--- src/lpg_pkg.sv ---
package lpg_pkg;

  // Width of every coordinate field on the channels
  localparam int unsigned FIELD_W = 6;

  // Default coordinate span in bits (a 64 by 64 grid)
  localparam int unsigned COORD_BITS_DEF = 6;

  // Controller to datapath commands
  typedef struct packed {
    logic load;  // capture a new line and set up the error term
    logic step;  // move the current pixel to the output and advance the walk
  } cmd_t;

  // Datapath to controller status
  typedef struct packed {
    logic done;  // current pixel is the end point
  } status_t;

endpackage

--- src/lpg_if.sv ---
interface lpg_line_if;
  import lpg_pkg::*;

  logic               valid;
  logic               ready;
  logic [FIELD_W-1:0] start_x;
  logic [FIELD_W-1:0] start_y;
  logic [FIELD_W-1:0] end_x;
  logic [FIELD_W-1:0] end_y;

  modport source (output valid, output start_x, output start_y, output end_x, output end_y,
                  input ready);
  modport sink (input valid, input start_x, input start_y, input end_x, input end_y,
                output ready);
endinterface

interface lpg_pixel_if;
  import lpg_pkg::*;

  logic               valid;
  logic               ready;
  logic [FIELD_W-1:0] pixel_x;
  logic [FIELD_W-1:0] pixel_y;
  logic               last_pixel;

  modport source (output valid, output pixel_x, output pixel_y, output last_pixel,
                  input ready);
  modport sink (input valid, input pixel_x, input pixel_y, input last_pixel,
                output ready);
endinterface

--- src/lpg_ctrl.sv ---
module lpg_ctrl (
  input  logic             clk_i,
  input  logic             rst_ni,
  input  logic             line_valid_i,
  output logic             line_ready_o,
  output logic             pixel_valid_o,
  input  logic             pixel_ready_i,
  input  lpg_pkg::status_t status_i,
  output lpg_pkg::cmd_t    cmd_o
);
  import lpg_pkg::*;

  typedef enum logic [1:0] {
    ST_IDLE = 2'b01,
    ST_WALK = 2'b10
  } state_e;

  state_e state_q, state_d;
  logic   out_valid_q, out_valid_d;
  cmd_t   cmd;

  // Take a line only when no walk is running
  assign line_ready_o  = (state_q == ST_IDLE);
  assign pixel_valid_o = out_valid_q;

  // Advance the walk whenever the output register is free or being drained
  always_comb begin
    cmd.load = (state_q == ST_IDLE) && line_valid_i;
    cmd.step = (state_q == ST_WALK) && (!out_valid_q || pixel_ready_i);
  end
  assign cmd_o = cmd;

  // Next state
  always_comb begin
    state_d = state_q;
    unique case (state_q)
      ST_IDLE: begin
        if (cmd.load) state_d = ST_WALK;
      end
      ST_WALK: begin
        if (cmd.step && status_i.done) state_d = ST_IDLE;
      end
      default: state_d = ST_IDLE;
    endcase
  end

  // Output word valid: set on a step, drop when taken
  always_comb begin
    out_valid_d = out_valid_q;
    if (cmd.step) begin
      out_valid_d = 1'b1;
    end else if (pixel_ready_i) begin
      out_valid_d = 1'b0;
    end
  end

  always_ff @(posedge clk_i or negedge rst_ni) begin
    if (!rst_ni) begin
      state_q     <= ST_IDLE;
      out_valid_q <= 1'b0;
    end else begin
      state_q     <= state_d;
      out_valid_q <= out_valid_d;
    end
  end

endmodule

--- src/lpg_dp.sv ---
module lpg_dp #(
  parameter int unsigned CoordBits = lpg_pkg::COORD_BITS_DEF
) (
  input  logic                        clk_i,
  input  lpg_pkg::cmd_t               cmd_i,
  output lpg_pkg::status_t            status_o,
  input  logic [lpg_pkg::FIELD_W-1:0] start_x_i,
  input  logic [lpg_pkg::FIELD_W-1:0] start_y_i,
  input  logic [lpg_pkg::FIELD_W-1:0] end_x_i,
  input  logic [lpg_pkg::FIELD_W-1:0] end_y_i,
  output logic [lpg_pkg::FIELD_W-1:0] pixel_x_o,
  output logic [lpg_pkg::FIELD_W-1:0] pixel_y_o,
  output logic                        last_pixel_o
);
  import lpg_pkg::*;

  // Error term is kept with headroom for the doubled value
  localparam int unsigned ErrW = CoordBits + 4;

  logic [CoordBits-1:0]   xs, ys, xe, ye;
  logic signed [CoordBits:0] dxs, dys;
  logic [CoordBits-1:0]   dxa, dya;

  logic [CoordBits-1:0]   x_q, y_q, xe_q, ye_q, dx_q, dy_q;
  logic                   sx_pos_q, sy_pos_q;
  logic signed [ErrW-1:0] err_q, err_d;
  logic [CoordBits-1:0]   x_d, y_d;

  logic [CoordBits-1:0]   px_q, py_q;
  logic                   plast_q;

  logic signed [ErrW-1:0] e2, dx_e, dy_e;
  logic                   move_x, move_y, done;

  // Wrap input coordinates into the span
  assign xs = start_x_i[CoordBits-1:0];
  assign ys = start_y_i[CoordBits-1:0];
  assign xe = end_x_i[CoordBits-1:0];
  assign ye = end_y_i[CoordBits-1:0];

  // Signed deltas and their magnitudes
  assign dxs = $signed({1'b0, xe}) - $signed({1'b0, xs});
  assign dys = $signed({1'b0, ye}) - $signed({1'b0, ys});
  assign dxa = dxs[CoordBits] ? CoordBits'(-dxs) : CoordBits'(dxs);
  assign dya = dys[CoordBits] ? CoordBits'(-dys) : CoordBits'(dys);

  // One Bresenham step from the current pixel
  assign dx_e   = $signed(ErrW'(dx_q));
  assign dy_e   = $signed(ErrW'(dy_q));
  assign e2     = err_q <<< 1;
  assign move_x = (e2 > -dy_e);
  assign move_y = (e2 < dx_e);
  assign done   = (x_q == xe_q) && (y_q == ye_q);

  always_comb begin
    err_d = err_q;
    x_d   = x_q;
    y_d   = y_q;
    if (move_x) begin
      err_d = err_d - dy_e;
      x_d   = sx_pos_q ? x_q + CoordBits'(1) : x_q - CoordBits'(1);
    end
    if (move_y) begin
      err_d = err_d + dx_e;
      y_d   = sy_pos_q ? y_q + CoordBits'(1) : y_q - CoordBits'(1);
    end
  end

  // Walk registers: load a new line or advance one pixel
  always_ff @(posedge clk_i) begin
    if (cmd_i.load) begin
      x_q      <= xs;
      y_q      <= ys;
      xe_q     <= xe;
      ye_q     <= ye;
      dx_q     <= dxa;
      dy_q     <= dya;
      sx_pos_q <= !dxs[CoordBits] && (dxs != '0);
      sy_pos_q <= !dys[CoordBits] && (dys != '0);
      err_q    <= $signed(ErrW'(dxa)) - $signed(ErrW'(dya));
    end else if (cmd_i.step) begin
      x_q   <= x_d;
      y_q   <= y_d;
      err_q <= err_d;
    end
  end

  // Output register: hold the current pixel until the next step
  always_ff @(posedge clk_i) begin
    if (cmd_i.step) begin
      px_q    <= x_q;
      py_q    <= y_q;
      plast_q <= done;
    end
  end

  assign status_o.done = done;
  assign pixel_x_o     = FIELD_W'(px_q);
  assign pixel_y_o     = FIELD_W'(py_q);
  assign last_pixel_o  = plast_q;

endmodule

--- src/line_pixel_generator_core.sv ---
// Accepting a line loads the walk registers and enters the walk state; the first step then
//   moves the start point into the output register. One pixel per cycle while the output
//   is drained; a line has N pixels (N = max(|dx|,|dy|)+1, up to 2^COORD_BITS), one per
//   step of the single-step error-term walk in the datapath.
// The next line is accepted once the end point is in the output register.
// Reset (rst_ni low, asynchronous) empties the output register and idles the walk.
module line_pixel_generator_core #(
  parameter int unsigned COORD_BITS = lpg_pkg::COORD_BITS_DEF
) (
  input  logic        clk_i,
  input  logic        rst_ni,
  lpg_line_if.sink    line_i,
  lpg_pixel_if.source pixel_o
);
  import lpg_pkg::*;

  cmd_t    cmd;
  status_t status;

  lpg_ctrl u_ctrl (
    .clk_i         (clk_i),
    .rst_ni        (rst_ni),
    .line_valid_i  (line_i.valid),
    .line_ready_o  (line_i.ready),
    .pixel_valid_o (pixel_o.valid),
    .pixel_ready_i (pixel_o.ready),
    .status_i      (status),
    .cmd_o         (cmd)
  );

  lpg_dp #(
    .CoordBits (COORD_BITS)
  ) u_dp (
    .clk_i        (clk_i),
    .cmd_i        (cmd),
    .status_o     (status),
    .start_x_i    (line_i.start_x),
    .start_y_i    (line_i.start_y),
    .end_x_i      (line_i.end_x),
    .end_y_i      (line_i.end_y),
    .pixel_x_o    (pixel_o.pixel_x),
    .pixel_y_o    (pixel_o.pixel_y),
    .last_pixel_o (pixel_o.last_pixel)
  );

endmodule

--- src/flat_wrapper.sv ---
// flat-port wrapper written by rule: the top's interface ports become plain ports
module line_pixel_generator_core_flat import lpg_pkg::*;
#(
  parameter int unsigned COORD_BITS = lpg_pkg::COORD_BITS_DEF
)
  (clk_i, rst_ni, line_i_valid, line_i_start_x, line_i_start_y, line_i_end_x, line_i_end_y, line_i_ready, pixel_o_valid, pixel_o_pixel_x, pixel_o_pixel_y, pixel_o_last_pixel, pixel_o_ready);
  lpg_line_if line_i_i ();
  lpg_pixel_if pixel_o_i ();
  input  logic clk_i;
  input  logic rst_ni;
  input wire logic [$bits(line_i_i.valid)-1:0] line_i_valid;
  input wire logic [$bits(line_i_i.start_x)-1:0] line_i_start_x;
  input wire logic [$bits(line_i_i.start_y)-1:0] line_i_start_y;
  input wire logic [$bits(line_i_i.end_x)-1:0] line_i_end_x;
  input wire logic [$bits(line_i_i.end_y)-1:0] line_i_end_y;
  output wire logic [$bits(line_i_i.ready)-1:0] line_i_ready;
  output wire logic [$bits(pixel_o_i.valid)-1:0] pixel_o_valid;
  output wire logic [$bits(pixel_o_i.pixel_x)-1:0] pixel_o_pixel_x;
  output wire logic [$bits(pixel_o_i.pixel_y)-1:0] pixel_o_pixel_y;
  output wire logic [$bits(pixel_o_i.last_pixel)-1:0] pixel_o_last_pixel;
  input wire logic [$bits(pixel_o_i.ready)-1:0] pixel_o_ready;
  assign line_i_i.valid = line_i_valid;
  assign line_i_i.start_x = line_i_start_x;
  assign line_i_i.start_y = line_i_start_y;
  assign line_i_i.end_x = line_i_end_x;
  assign line_i_i.end_y = line_i_end_y;
  assign line_i_ready = line_i_i.ready;
  assign pixel_o_valid = pixel_o_i.valid;
  assign pixel_o_pixel_x = pixel_o_i.pixel_x;
  assign pixel_o_pixel_y = pixel_o_i.pixel_y;
  assign pixel_o_last_pixel = pixel_o_i.last_pixel;
  assign pixel_o_i.ready = pixel_o_ready;
  line_pixel_generator_core #(.COORD_BITS(COORD_BITS)) u_core (.clk_i(clk_i), .rst_ni(rst_ni), .line_i(line_i_i), .pixel_o(pixel_o_i));
endmodule
--- config.mk ---
export PLATFORM = sky130hd
export DESIGN_NAME = line_pixel_generator_core_flat
export DESIGN_NICKNAME = d
export VERILOG_FILES = /design/src/lpg_pkg.sv /design/src/lpg_if.sv /design/src/lpg_ctrl.sv /design/src/lpg_dp.sv /design/src/line_pixel_generator_core.sv /design/src/flat_wrapper.sv
export SDC_FILE = /design/constraint.sdc
export NUM_CORES = 1
export LEC_CHECK = 0
export BUFFER_PORTS_ARGS = -buffer_cell sky130_fd_sc_hd__buf_2
export CORE_MARGIN = 2
export CORE_UTILIZATION = 50
export CTS_CLUSTER_SIZE = 24
export DETAILED_ROUTE_END_ITERATION = 12
export GPL_ROUTABILITY_DRIVEN = 0
export PLACE_DENSITY_LB_ADDON = 0.1
export SLEW_MARGIN = 40
export SYNTH_ARGS = -nofsm -noshare
export SYNTH_HDL_FRONTEND = slang
export SYNTH_HIERARCHICAL = 1
export SYNTH_SLANG_ARGS = --single-unit
--- constraint.sdc ---
create_clock -name clk_i -period 4.8 [get_ports clk_i]
set_input_delay 0.96 -clock clk_i [delete_from_list [all_inputs] [get_ports clk_i]]
set_output_delay 0.96 -clock clk_i [all_outputs]
set_load 0.01 [all_outputs]
==> results of run 1 <==
-- kinds of logic after synthesis --
| kind of cell | synth area share, % |
|---|---|
| compound gates | 13.1 |
| flops | 40.2 |
| xor+xnor | 10.9 |
| mux | 3.62 |
| buf+inv | 4.50 |
| fa+ha+maj | 17.5 |
| simple gates | 10.3 |
-- metal layers --
layer	track usage (%)	up-vias	share of wire, %
li1	-	1671	-
met1	30.3	1572	47
met2	31.9	55	48
met3	3.68	6	4.1
met4	6.85	0	1.0
met5	0	-	0
-- state kept, by name (all words and copies together), names as in the netlist --
| signal | flops |
|---|---|
| u_core/u_dp/err_q | 9 |
| u_core/u_dp/dx_q | 6 |
| u_core/u_dp/dy_q | 6 |
| u_core/u_dp/pixel_x_o | 6 |
| u_core/u_dp/pixel_y_o | 6 |
| u_core/u_dp/x_q | 6 |
| u_core/u_dp/xe_q | 6 |
| u_core/u_dp/y_q | 6 |
| u_core/u_dp/ye_q | 6 |
| u_core/u_ctrl/state_q | 2 |
| u_core/u_ctrl/pixel_valid_o | 1 |
| u_core/u_dp/last_pixel_o | 1 |
| u_core/u_dp/sx_pos_q | 1 |
| u_core/u_dp/sy_pos_q | 1 |
-- through the flow --
step	power, uW	hold WS (ns)	setup slack (ns)	util [%]
floorplan	2730	0.479	0.486	-
detailed placement	3260	0.507	0.210	54.9
finish	3730	0.397	0.390	57.3
CTS	3720	0.381	0.174	57.0
global route	4070	0.375	0.0136	57.3
global placement	3200	0.498	0.371	54.9
-- power by group through the flow --
stage | registers, uW | logic, uW | clock network [uW]
detailed placement | 1130 | 2130 | 0
finish | 1120 | 2160 | 450
CTS | 1120 | 2150 | 461
global route | 1150 | 2430 | 490
floorplan | 1080 | 1650 | 0
global placement | 1120 | 2070 | 0
-- final cells by class --
class	instances	area share [%]
multi-input cells	321	49.7
flip-flops and latches	63	35.8
clock buffers	10	2.43
repair buffers	47	4.72
well taps	111	2.65
clock inverters	6	1.17
inverters	50	3.58
-- worst reg2reg max path: stages, from the launching register on --
cell	delay [ns]
edfxtp_1	0.43
inv_2	0.13
ha_2	0.21
nand3_1	0.10
xnor2_1	0.13
ha_1	0.33
nand4_1	0.16
o31ai_2	0.23
a211oi_2	0.14
nor2_2	0.17
mux2i_2	0.27
ha_2	0.23
inv_1	0.05
fa_1	0.40
nor2b_1	0.12
o21ai_0	0.11
a21boi_1	0.18
o21ai_0	0.09
nor2b_1	0.19
or4_1	0.50
nand4_1	0.10
-- what timing repair did --
action | CTS | global route
hold endpoints to repair | 0 | 0
gates resized for setup | 0 | 8
endpoints found under the setup margin | 0 | 3
setup buffers | 0 | 1
-- worst max-delay path by stage --
stage	end	slack (ns)	cells after the start	start
finish	u_core/u_dp/err_q[8]$_DFFE_PP_	0.39	20	u_core/u_dp/dy_q[1]$_DFFE_PP_
global placement	u_core/u_dp/err_q[5]$_DFFE_PP_	0.37	18	line_i_end_y[0]
detailed placement	u_core/u_dp/err_q[8]$_DFFE_PP_	0.21	19	u_core/u_dp/dy_q[2]$_DFFE_PP_
floorplan	u_core/u_dp/err_q[8]$_DFFE_PP_	0.49	20	u_core/u_dp/dy_q[1]$_DFFE_PP_
CTS	u_core/u_dp/err_q[8]$_DFFE_PP_	0.17	19	u_core/u_dp/dy_q[2]$_DFFE_PP_
global route	u_core/u_dp/err_q[8]$_DFFE_PP_	0.01	19	u_core/u_dp/dy_q[2]$_DFFE_PP_
-- cells in the final DEF (no fill, tap or decap), types with 3 or more instances in the layout --
cell / netlist / layout
edfxtp_1: 60 / 60
ha_1: 54 / 52
inv_1: 49 / 48
buf_2: 0 / 42
xnor2_1: 42 / 42
nand2_1: 26 / 26
a21oi_1: 24 / 24
nor2_1: 21 / 21
o21ai_0: 20 / 20
xor2_1: 16 / 16
a21o_1: 15 / 15
clkbuf_8: 0 / 9
mux2i_1: 9 / 8
nor2b_1: 7 / 7
mux2_2: 7 / 7
fa_1: 7 / 7
o21bai_1: 6 / 6
nand4_1: 6 / 6
buf_4: 1 / 5
nand3_1: 6 / 5
nand2b_1: 4 / 4
o31ai_1: 4 / 4
o21a_1: 4 / 4
o31a_1: 4 / 4
nor3_1: 5 / 4
clkinv_2: 0 / 3
o211ai_1: 3 / 3
and3_1: 3 / 3
==> impl_metrics.toml, run 1 <==
[synth]
ys_types = 53
synth_area_per_cell_um2 = 10.6
ys_seq_area_share_pct = 40.2
ys.flop_type = "edfxtp_1"
synth_most_common_cell = "edfxtp_1"
synth_warnings = 6
ys_seq_elements = 63
synth_common_cells = "edfxtp_1 (60), ha_1 (54), inv_1 (49)"
netlist_area_um2 = 4670
synth-edff-count = 60
synth_top_area_share_pct = 38.6
ys_top_cells_by_area = "edfxtp_1 (39%), ha_1 (14%), xnor2_1 (7.9%)"
synth_top_area_cell = "edfxtp_1"
netlist_instances = 439
synth-async-reset-ratio_pct = 4.76
synth_nets = 528

[floorplanning]
die_x_um = 101
die_h_um = 101
io_pins = 43
rows = 35
initial_utilization_pct = 51.0
dieArea_um2 = 10100
core_um2 = 9150

[critical_path]
arrival_ns = 4.60
critPathCaptureType = "flip-flop"
r2r-end = "u_core/u_dp/err_q[8]$_DFFE_PP_"
worst-path-buf-inv = 2
worstPathMaxFanout = 5
reg2reg_from = "u_core/u_dp/dy_q[1]$_DFFE_PP_"
worst-r2r-setup-slack_ns = 0.39
r2r.worst_path.cells = 20
crit_chain = "inv_2 -> ha_2 -> nand3_1 -> xnor2_1 -> ha_1 -> nand4_1 -> o31ai_2 -> a211oi_2 -> nor2_2 -> mux2i_2 -> ha_2 -> inv_1 -> fa_1 -> nor2b_1 -> o21ai_0 -> a21boi_1 -> o21ai_0 -> nor2b_1 -> or4_1 -> nand4_1"
critical_path.startpoint_type = "flip-flop"
critPathTopFamily = "simple AND/OR/NAND/NOR gates"
required_ns = 4.99
cpPeakStageDelay_ns = 0.50
critPathKind = "reg2reg"
crit_slowest_cell = "or4_1"

[sta]
fin_setup_tns_ns = 0
rsz0062_at_grt = "no"
worstMarginPinSlew_ns = 0.664
fin_skew_ns = 0.0113
min_period_ns = 4.41
hold_viol = 0
slew_violations = 0
period_share_pct = 91.9
slew_headroom_pct = 55.8
timing.fmax_mhz = 227
setup_viol_count_final = 0

[detailed_routing]
drtIter0Drc = 157
totalWireLength_um = 9920
num_vias = 3304
routed_via_density = 5.43
drtAntennaViolNets = 0
wire_per_inst_um = 16.3
drc = 0
drtPass1Iterations = 4

[power]
power_density_nw_per_um2 = 710
leakage_uw = 0.00228
max-vdd-ir-drop_mv = 0.309
p_int_uw = 2150
switching_share_pct = 42.3
seqPwrFrac_pct = 30.0
p_switching_uw = 1580
p_comb_share_pct = 58.0
clockPowerShare_pct = 12.1

[finish]
fin_area_um2 = 5250
final_cells = 608
drive_above_1_share_pct = 17.3
finalNetCount = 581
antennaDiodeCount = 0
syn_to_final_growth_pct = 12.4
fill_cells = 786
regArea_um2 = 1880
multi_input_area_um2 = 2610

[global_routing]
grt_pass1_vias = 3296
grt_pass1_wl_um = 16400
grt_max_degree = 60
antenna_found_initial = 0
grt_util_all_layers_pct = 21.0
grt_overflow_total = 0

[placement]
hpwl_um = 7820
placed_cells = 591
port_buffers = 42
placed_area_um2 = 5030

[cts]
ctsHoldBuffers = 0
numCtsBuffers = 9
h-tree-depth = 3
cts_buffer_depth = 2
root_buffer = "clkbuf_8"
cts.sinks = 63
clk_pin_slew_ns = 0.08
cts_tree = "done"
worstSkewPairLatency_ns = 0.34

[run]
cap_violations = 0

[run_status]
status = "completed"

[worst_hold_path]
hp-class = "in2async"
(Power assumes the default switching activity.)
==> run 2: changes to the inputs <==
- ABC_AREA: not set -> 1
- CORE_UTILIZATION: 50 -> 60
- TNS_END_PERCENT: not set -> 50
==> impl_metrics.toml, run 2 <==
[synth]
ys.flop_type = "edfxtp_1"
synth-async-reset-ratio_pct = 4.76
ys_top_cells_by_area = "edfxtp_1 (38%), ha_1 (14%), nand2_1 (8.0%)"
ys_types = 44
ys_seq_elements = 63
synth_area_per_cell_um2 = 8.69
netlist_area_um2 = 4800
synth_nets = 642
synth_top_area_cell = "edfxtp_1"
ys_seq_area_share_pct = 39.1
synth-edff-count = 60
synth_top_area_share_pct = 37.5
synth_warnings = 6
netlist_instances = 553
synth_common_cells = "nand2_1 (103), inv_1 (97), edfxtp_1 (60)"
synth_most_common_cell = "nand2_1"

[floorplanning]
die_h_um = 93.5
core_um2 = 7730
dieArea_um2 = 8740
rows = 32
io_pins = 43
initial_utilization_pct = 62.2
die_x_um = 93.5

[sta]
fin_setup_tns_ns = 0
timing.fmax_mhz = 227
fin_skew_ns = 0.0162
setup_viol_count_final = 0
hold_viol = 0
fin_ws_ns = 0.386
rsz0062_at_grt = "no"
min_period_ns = 4.41
worstMarginPinSlew_ns = 0.639
period_share_pct = 92.0
slew_headroom_pct = 57.1
slew_violations = 0

[cts]
cts.sinks = 63
cts_buffer_depth = 2
h-tree-depth = 3
root_buffer = "clkbuf_8"
ctsHoldBuffers = 0
ctsResizeCount = 0
clk_pin_slew_ns = 0.08
cts_tree = "done"
cts_setup_buffers = 0
numCtsBuffers = 9
worstSkewPairLatency_ns = 0.35

[detailed_routing]
routed_via_density = 5.44
drtIter0Drc = 267
wire_per_inst_um = 14.4
totalWireLength_um = 10200
drtPass1Iterations = 5
drtAntennaViolNets = 0
drc = 0
num_vias = 3857

[critical_path]
r2r-end = "u_core/u_dp/err_q[8]$_DFFE_PP_"
worstPathMaxFanout = 16
arrival_ns = 4.52
crit_slowest_cell = "edfxtp_1"
reg2reg_from = "u_core/u_dp/dy_q[0]$_DFFE_PP_"
worst-path-buf-inv = 3
worst-r2r-setup-slack_ns = 0.39
required_ns = 4.90
critical_path.most_common_cell = "nand2_1"
critPathCaptureType = "flip-flop"
cp.depth = 28
critPathKind = "reg2reg"
r2r.worst_path.cells = 28
cpPeakStageDelay_ns = 0.45
critPathTopFamily = "simple AND/OR/NAND/NOR gates"
critical_path.startpoint_type = "flip-flop"

[finish]
final_common_cell = "nand2_1"
largest_register = "u_core/u_dp/err_q"
drive_above_1_share_pct = 13.2
antennaDiodeCount = 0
finalNetCount = 691
final_cell_mix = "nand2_1 (103), inv_1 (97), edfxtp_1 (60), ha_1 (54), buf_2 (42)"
fill_cells = 619
largest_register_ffs = 9
syn_to_final_growth_pct = 10.9
post-route-util_pct = 68.9

[placement]
port_buffers = 42
dpl_worst_slack_ns = 0.347
hpwl_um = 7950

[worst_hold_path]
hp-class = "in2async"

[global_routing]
grt_pass1_vias = 3879
grt_overflow_total = 0
grt_pass1_wl_um = 17300
grt_util_all_layers_pct = 25.8
antenna_found_initial = 0
grt_max_degree = 45

[run_status]
status = "completed"

[power]
leakage_uw = 0.00257
power_density_nw_per_um2 = 709
max-vdd-ir-drop_mv = 0.426

[run]
cap_violations = 0
-- run 2: cell types whose count changed after synthesis, moves of 9 or more --
cell	before	now
a21o_1	15	1
a21oi_1	24	41
inv_1	49	97
mux2i_1	9	0
nand2_1	26	103
nand3_1	6	25
o21ai_1	0	11
xnor2_1	42	11
xor2_1	16	29
-- run 2: worst max path at each step --
stage | slack [ns] | endpoint | start
after floorplan | 0.91 | u_core/u_dp/err_q[8]$_DFFE_PP_ | u_core/u_dp/dy_q[0]$_DFFE_PP_
after global placement | 0.40 | u_core/u_dp/err_q[5]$_DFFE_PP_ | line_i_end_y[0]
after detailed placement | 0.35 | u_core/u_dp/err_q[5]$_DFFE_PP_ | line_i_end_y[0]
after CTS | 0.47 | u_core/u_dp/err_q[8]$_DFFE_PP_ | u_core/u_dp/dy_q[0]$_DFFE_PP_
after global routing | 0.03 | u_core/u_dp/err_q[8]$_DFFE_PP_ | u_core/u_dp/dy_q[0]$_DFFE_PP_
final | 0.39 | u_core/u_dp/err_q[8]$_DFFE_PP_ | u_core/u_dp/dy_q[0]$_DFFE_PP_
-- run 2: cells by family (layout without fill, tap and decap cells) --
| group | Yosys count | count (layout) | share of synthesized area (%) |
|---|---|---|---|
| AO/OA/AOI/OAI | 96 | 96 | 10.9 |
| XOR/XNOR | 40 | 40 | 7.29 |
| adder cells (fa/ha/maj) | 61 | 61 | 17.0 |
| buffers and inverters | 110 | 164 | 8.83 |
| flip-flops | 63 | 63 | 39.1 |
| AND/OR/NAND/NOR | 183 | 183 | 16.9 |
-- run 2: worst reg2reg max path, delay by kind of cell, from the launching register on --
family                     cells  cell delay [ns]
and+or+nand+nor               19             1.97
AOI/OAI and AO/OA              2             0.49
adders and majority gates      3             0.89
xor gates and xnor gates       1             0.19
DFF                            1             0.45
buffers and inverters          3             0.18
-- run 2: final cells by class --
cell class / count / area [um2] / share of cell area (%)
flip-flops and latches: 63 / 1880 / 35.3
clock buffers: 9 / 124 / 2.33
clock inverters: 7 / 81.3 / 1.53
well taps: 102 / 128 / 2.40
repair buffers: 44 / 225 / 4.23
multi-input cells: 380 / 2500 / 46.9
inverters: 104 / 390 / 7.33
-- run 2: layer usage --
| layer | vias to the layer above | track usage (%) | part of all wire [%] |
|---|---|---|---|
| met1 | 1777 | 32.3 | 43 |
| met2 | 113 | 43.9 | 48 |
| met4 | 0 | 11.2 | 2.2 |
| met5 | - | 0 | 0 |
| li1 | 1944 | - | - |
| met3 | 23 | 4.43 | 6.3 |
-- run 2: where the power goes --
| part | switching [uW] | internal, uW | leakage [uW] |
|---|---|---|---|
| clock | 233 | 245 | 0.000100 |
| combinational | 1360 | 829 | 0.00187 |
| sequential | 184 | 932 | 0.000598 |
-- run 2: stage by stage --
stage                     instances  area [um2]  hold slack (ns)  total power [uW]
after floorplan                 553        4800            0.478              2740
after global placement          693        5120            0.519              3160
after detailed placement        693        5120            0.517              3250
after CTS                       709        5330            0.379              3750
after global routing            709        5330            0.376              4130
final                           709        5330            0.390              3780
==> run 3: changes to the inputs <==
- ABC_AREA: 1 -> not set
- CORE_UTILIZATION: 60 -> 35
==> impl_metrics.toml, run 3 (synthesized netlist as in run 1, its figures left out) <==
[detailed_routing]
wl_met2_um = 4890
routed_via_density = 4.81
wire_per_inst_um = 15.9
totalWireLength_um = 10700
drc = 0
drtIter0Drc = 100
num_vias = 3254
dr.max_layer_used = "met4"
drtPass1Iterations = 6
m1WireLength_um = 5280
wl_met3_um = 387
drtAntennaViolNets = 0

[power]
power_density_nw_per_um2 = 729
power.total_uw = 3960
leakage_uw = 0.00234
max-vdd-ir-drop_mv = 0.311

[finish]
finalNetCount = 584
fin_area_um2 = 5430
syn_to_final_growth_pct = 16.3
final_common_cell = "edfxtp_1"
largest_register_ffs = 9
post-route-util_pct = 41.4
final_cell_mix = "edfxtp_1 (60), ha_1 (54), inv_1 (48), buf_2 (42), xnor2_1 (42)"
antennaDiodeCount = 0
drive_above_1_share_pct = 16.8
largest_register = "u_core/u_dp/err_q"
fill_cells = 1311

[floorplanning]
die_h_um = 120
dieArea_um2 = 14300
rows = 42
initial_utilization_pct = 35.6
die_x_um = 120
io_pins = 43
core_um2 = 13100

[sta]
setup_viol_count_final = 0
min_period_ns = 4.53
worstMarginPinSlew_ns = 0.694
period_share_pct = 94.3
slew_headroom_pct = 53.7
hold_ws_ns = 0.405
fin_skew_ns = 0.00403
fin_ws_ns = 0.274
hold_viol = 0
slew_violations = 0
timing.fmax_mhz = 221

[critical_path]
worst-r2r-setup-slack_ns = 0.27
arrival_ns = 4.72
r2r.worst_path.cells = 20
critPathCaptureType = "flip-flop"
r2r-end = "u_core/u_dp/err_q[8]$_DFFE_PP_"
cp-startpoint = "u_core/u_dp/dy_q[1]$_DFFE_PP_"
critPathKind = "reg2reg"
worstPathMaxFanout = 5
critical_path.startpoint_type = "flip-flop"
reg2reg_from = "u_core/u_dp/dy_q[1]$_DFFE_PP_"
required_ns = 5.00
cp-endpoint = "u_core/u_dp/err_q[8]$_DFFE_PP_"

[global_routing]
grt_max_degree = 60
antenna_found_initial = 0
grt_util_all_layers_pct = 15.9
grt_pass1_vias = 3295
grt_overflow_total = 0
grt_pass1_wl_um = 17200

[cts]
root_buffer = "clkbuf_16"
cts_buffer_depth = 2
cts.sinks = 63
numCtsBuffers = 9
clk_pin_slew_ns = 0.05
cts_tree = "done"
h-tree-depth = 3
worstSkewPairLatency_ns = 0.34

[worst_hold_path]
hp-class = "in2async"

[placement]
placed_area_um2 = 5100
dpl_worst_slack_ns = 0.0709
hpwl_um = 8390
port_buffers = 42

[run_status]
status = "completed"

[run]
cap_violations = 0
## run 3: cell types whose count changed in the layout (fill, tap and decap cells not counted), moves of 8 or more
cell and delta:
clkbuf_8 -9, nand2_1 -77, inv_1 -49, a21oi_1 -17, o21ai_1 -14, nand3_1 -19, clkbuf_16 +9, xnor2_1 +31
mux2i_1 +8, a21o_1 +14, xor2_1 -13
## run 3: worst max-delay path, stage by stage, from the launching register on
cell	delay [ns]
edfxtp_1	0.43
inv_2	0.15
ha_1	0.24
nand3_1	0.11
xnor2_1	0.13
ha_1	0.32
nand4_1	0.17
o31ai_2	0.24
a211oi_2	0.15
nor2_2	0.19
mux2i_2	0.28
ha_1	0.21
inv_1	0.05
fa_1	0.39
nor2b_1	0.13
o21ai_0	0.12
a21boi_1	0.19
o21ai_0	0.10
nor2b_1	0.18
or4_1	0.50
nand4_1	0.10
## run 3: worst min path at each step
stage                                                 start                                 endpoint  slack [ns]  cells after the start
finish                                               rst_ni     u_core/u_ctrl/state_q[1]$_DFFE_PN0P_        0.40                      1
global route                                         rst_ni     u_core/u_ctrl/state_q[1]$_DFFE_PN0P_        0.39                      1
CTS                                                  rst_ni     u_core/u_ctrl/state_q[1]$_DFFE_PN0P_        0.40                      1
detailed placement             u_core/u_dp/y_q[4]$_DFFE_PP_       u_core/u_dp/pixel_y_o[4]$_DFFE_PP_        0.50                      0
global placement    u_core/u_ctrl/pixel_valid_o$_DFFE_PN0P_  u_core/u_ctrl/pixel_valid_o$_DFFE_PN0P_        0.49                      2
floorplan                      u_core/u_dp/x_q[2]$_DFFE_PP_       u_core/u_dp/pixel_x_o[2]$_DFFE_PP_        0.48                      0
## run 3: what timing repair did
action | CTS | global route
resized for setup | 0 | 5
hold buffers | 0 | 0
endpoints found under the setup margin | 0 | 4
setup buffers | 0 | 5
## run 3: layout make-up
type                            count  area (um2)  area share (%)
Tap cell                          176         220            4.05
Inverter                           50         188            3.45
Multi-Input combinational cell    321        2590            47.7
Timing Repair Buffer               50         270            4.97
Sequential cell                    63        1880            34.6
Clock buffer                       12         236            4.35
Clock inverter                      4        46.3           0.852
## run 3: per-layer routing
| metal | vias to the layer above | track usage, % |
|---|---|---|
| met5 | - | 0 |
| met4 | 0 | 4.71 |
| met3 | 16 | 4.33 |
| met2 | 51 | 24.1 |
| met1 | 1507 | 22.1 |
| li1 | 1680 | - |
## run 3: through the flow
| step | cells | TNS (ns) |
|---|---|---|
| 2_1_floorplan | 439 | 0 |
| 3_3_place_gp | 655 | 0 |
| 3_5_place_dp | 655 | 0 |
| 4_1_cts | 671 | 0 |
| 5_1_grt | 676 | -0.104 |
| 6_report | 676 | 0 |
## run 3: where the power goes
group / switching (uW) / internal (uW) / leakage (uW)
Combinational: 1200 / 988 / 0.00160
Sequential: 194 / 943 / 0.000598
Clock: 234 / 399 / 0.000134
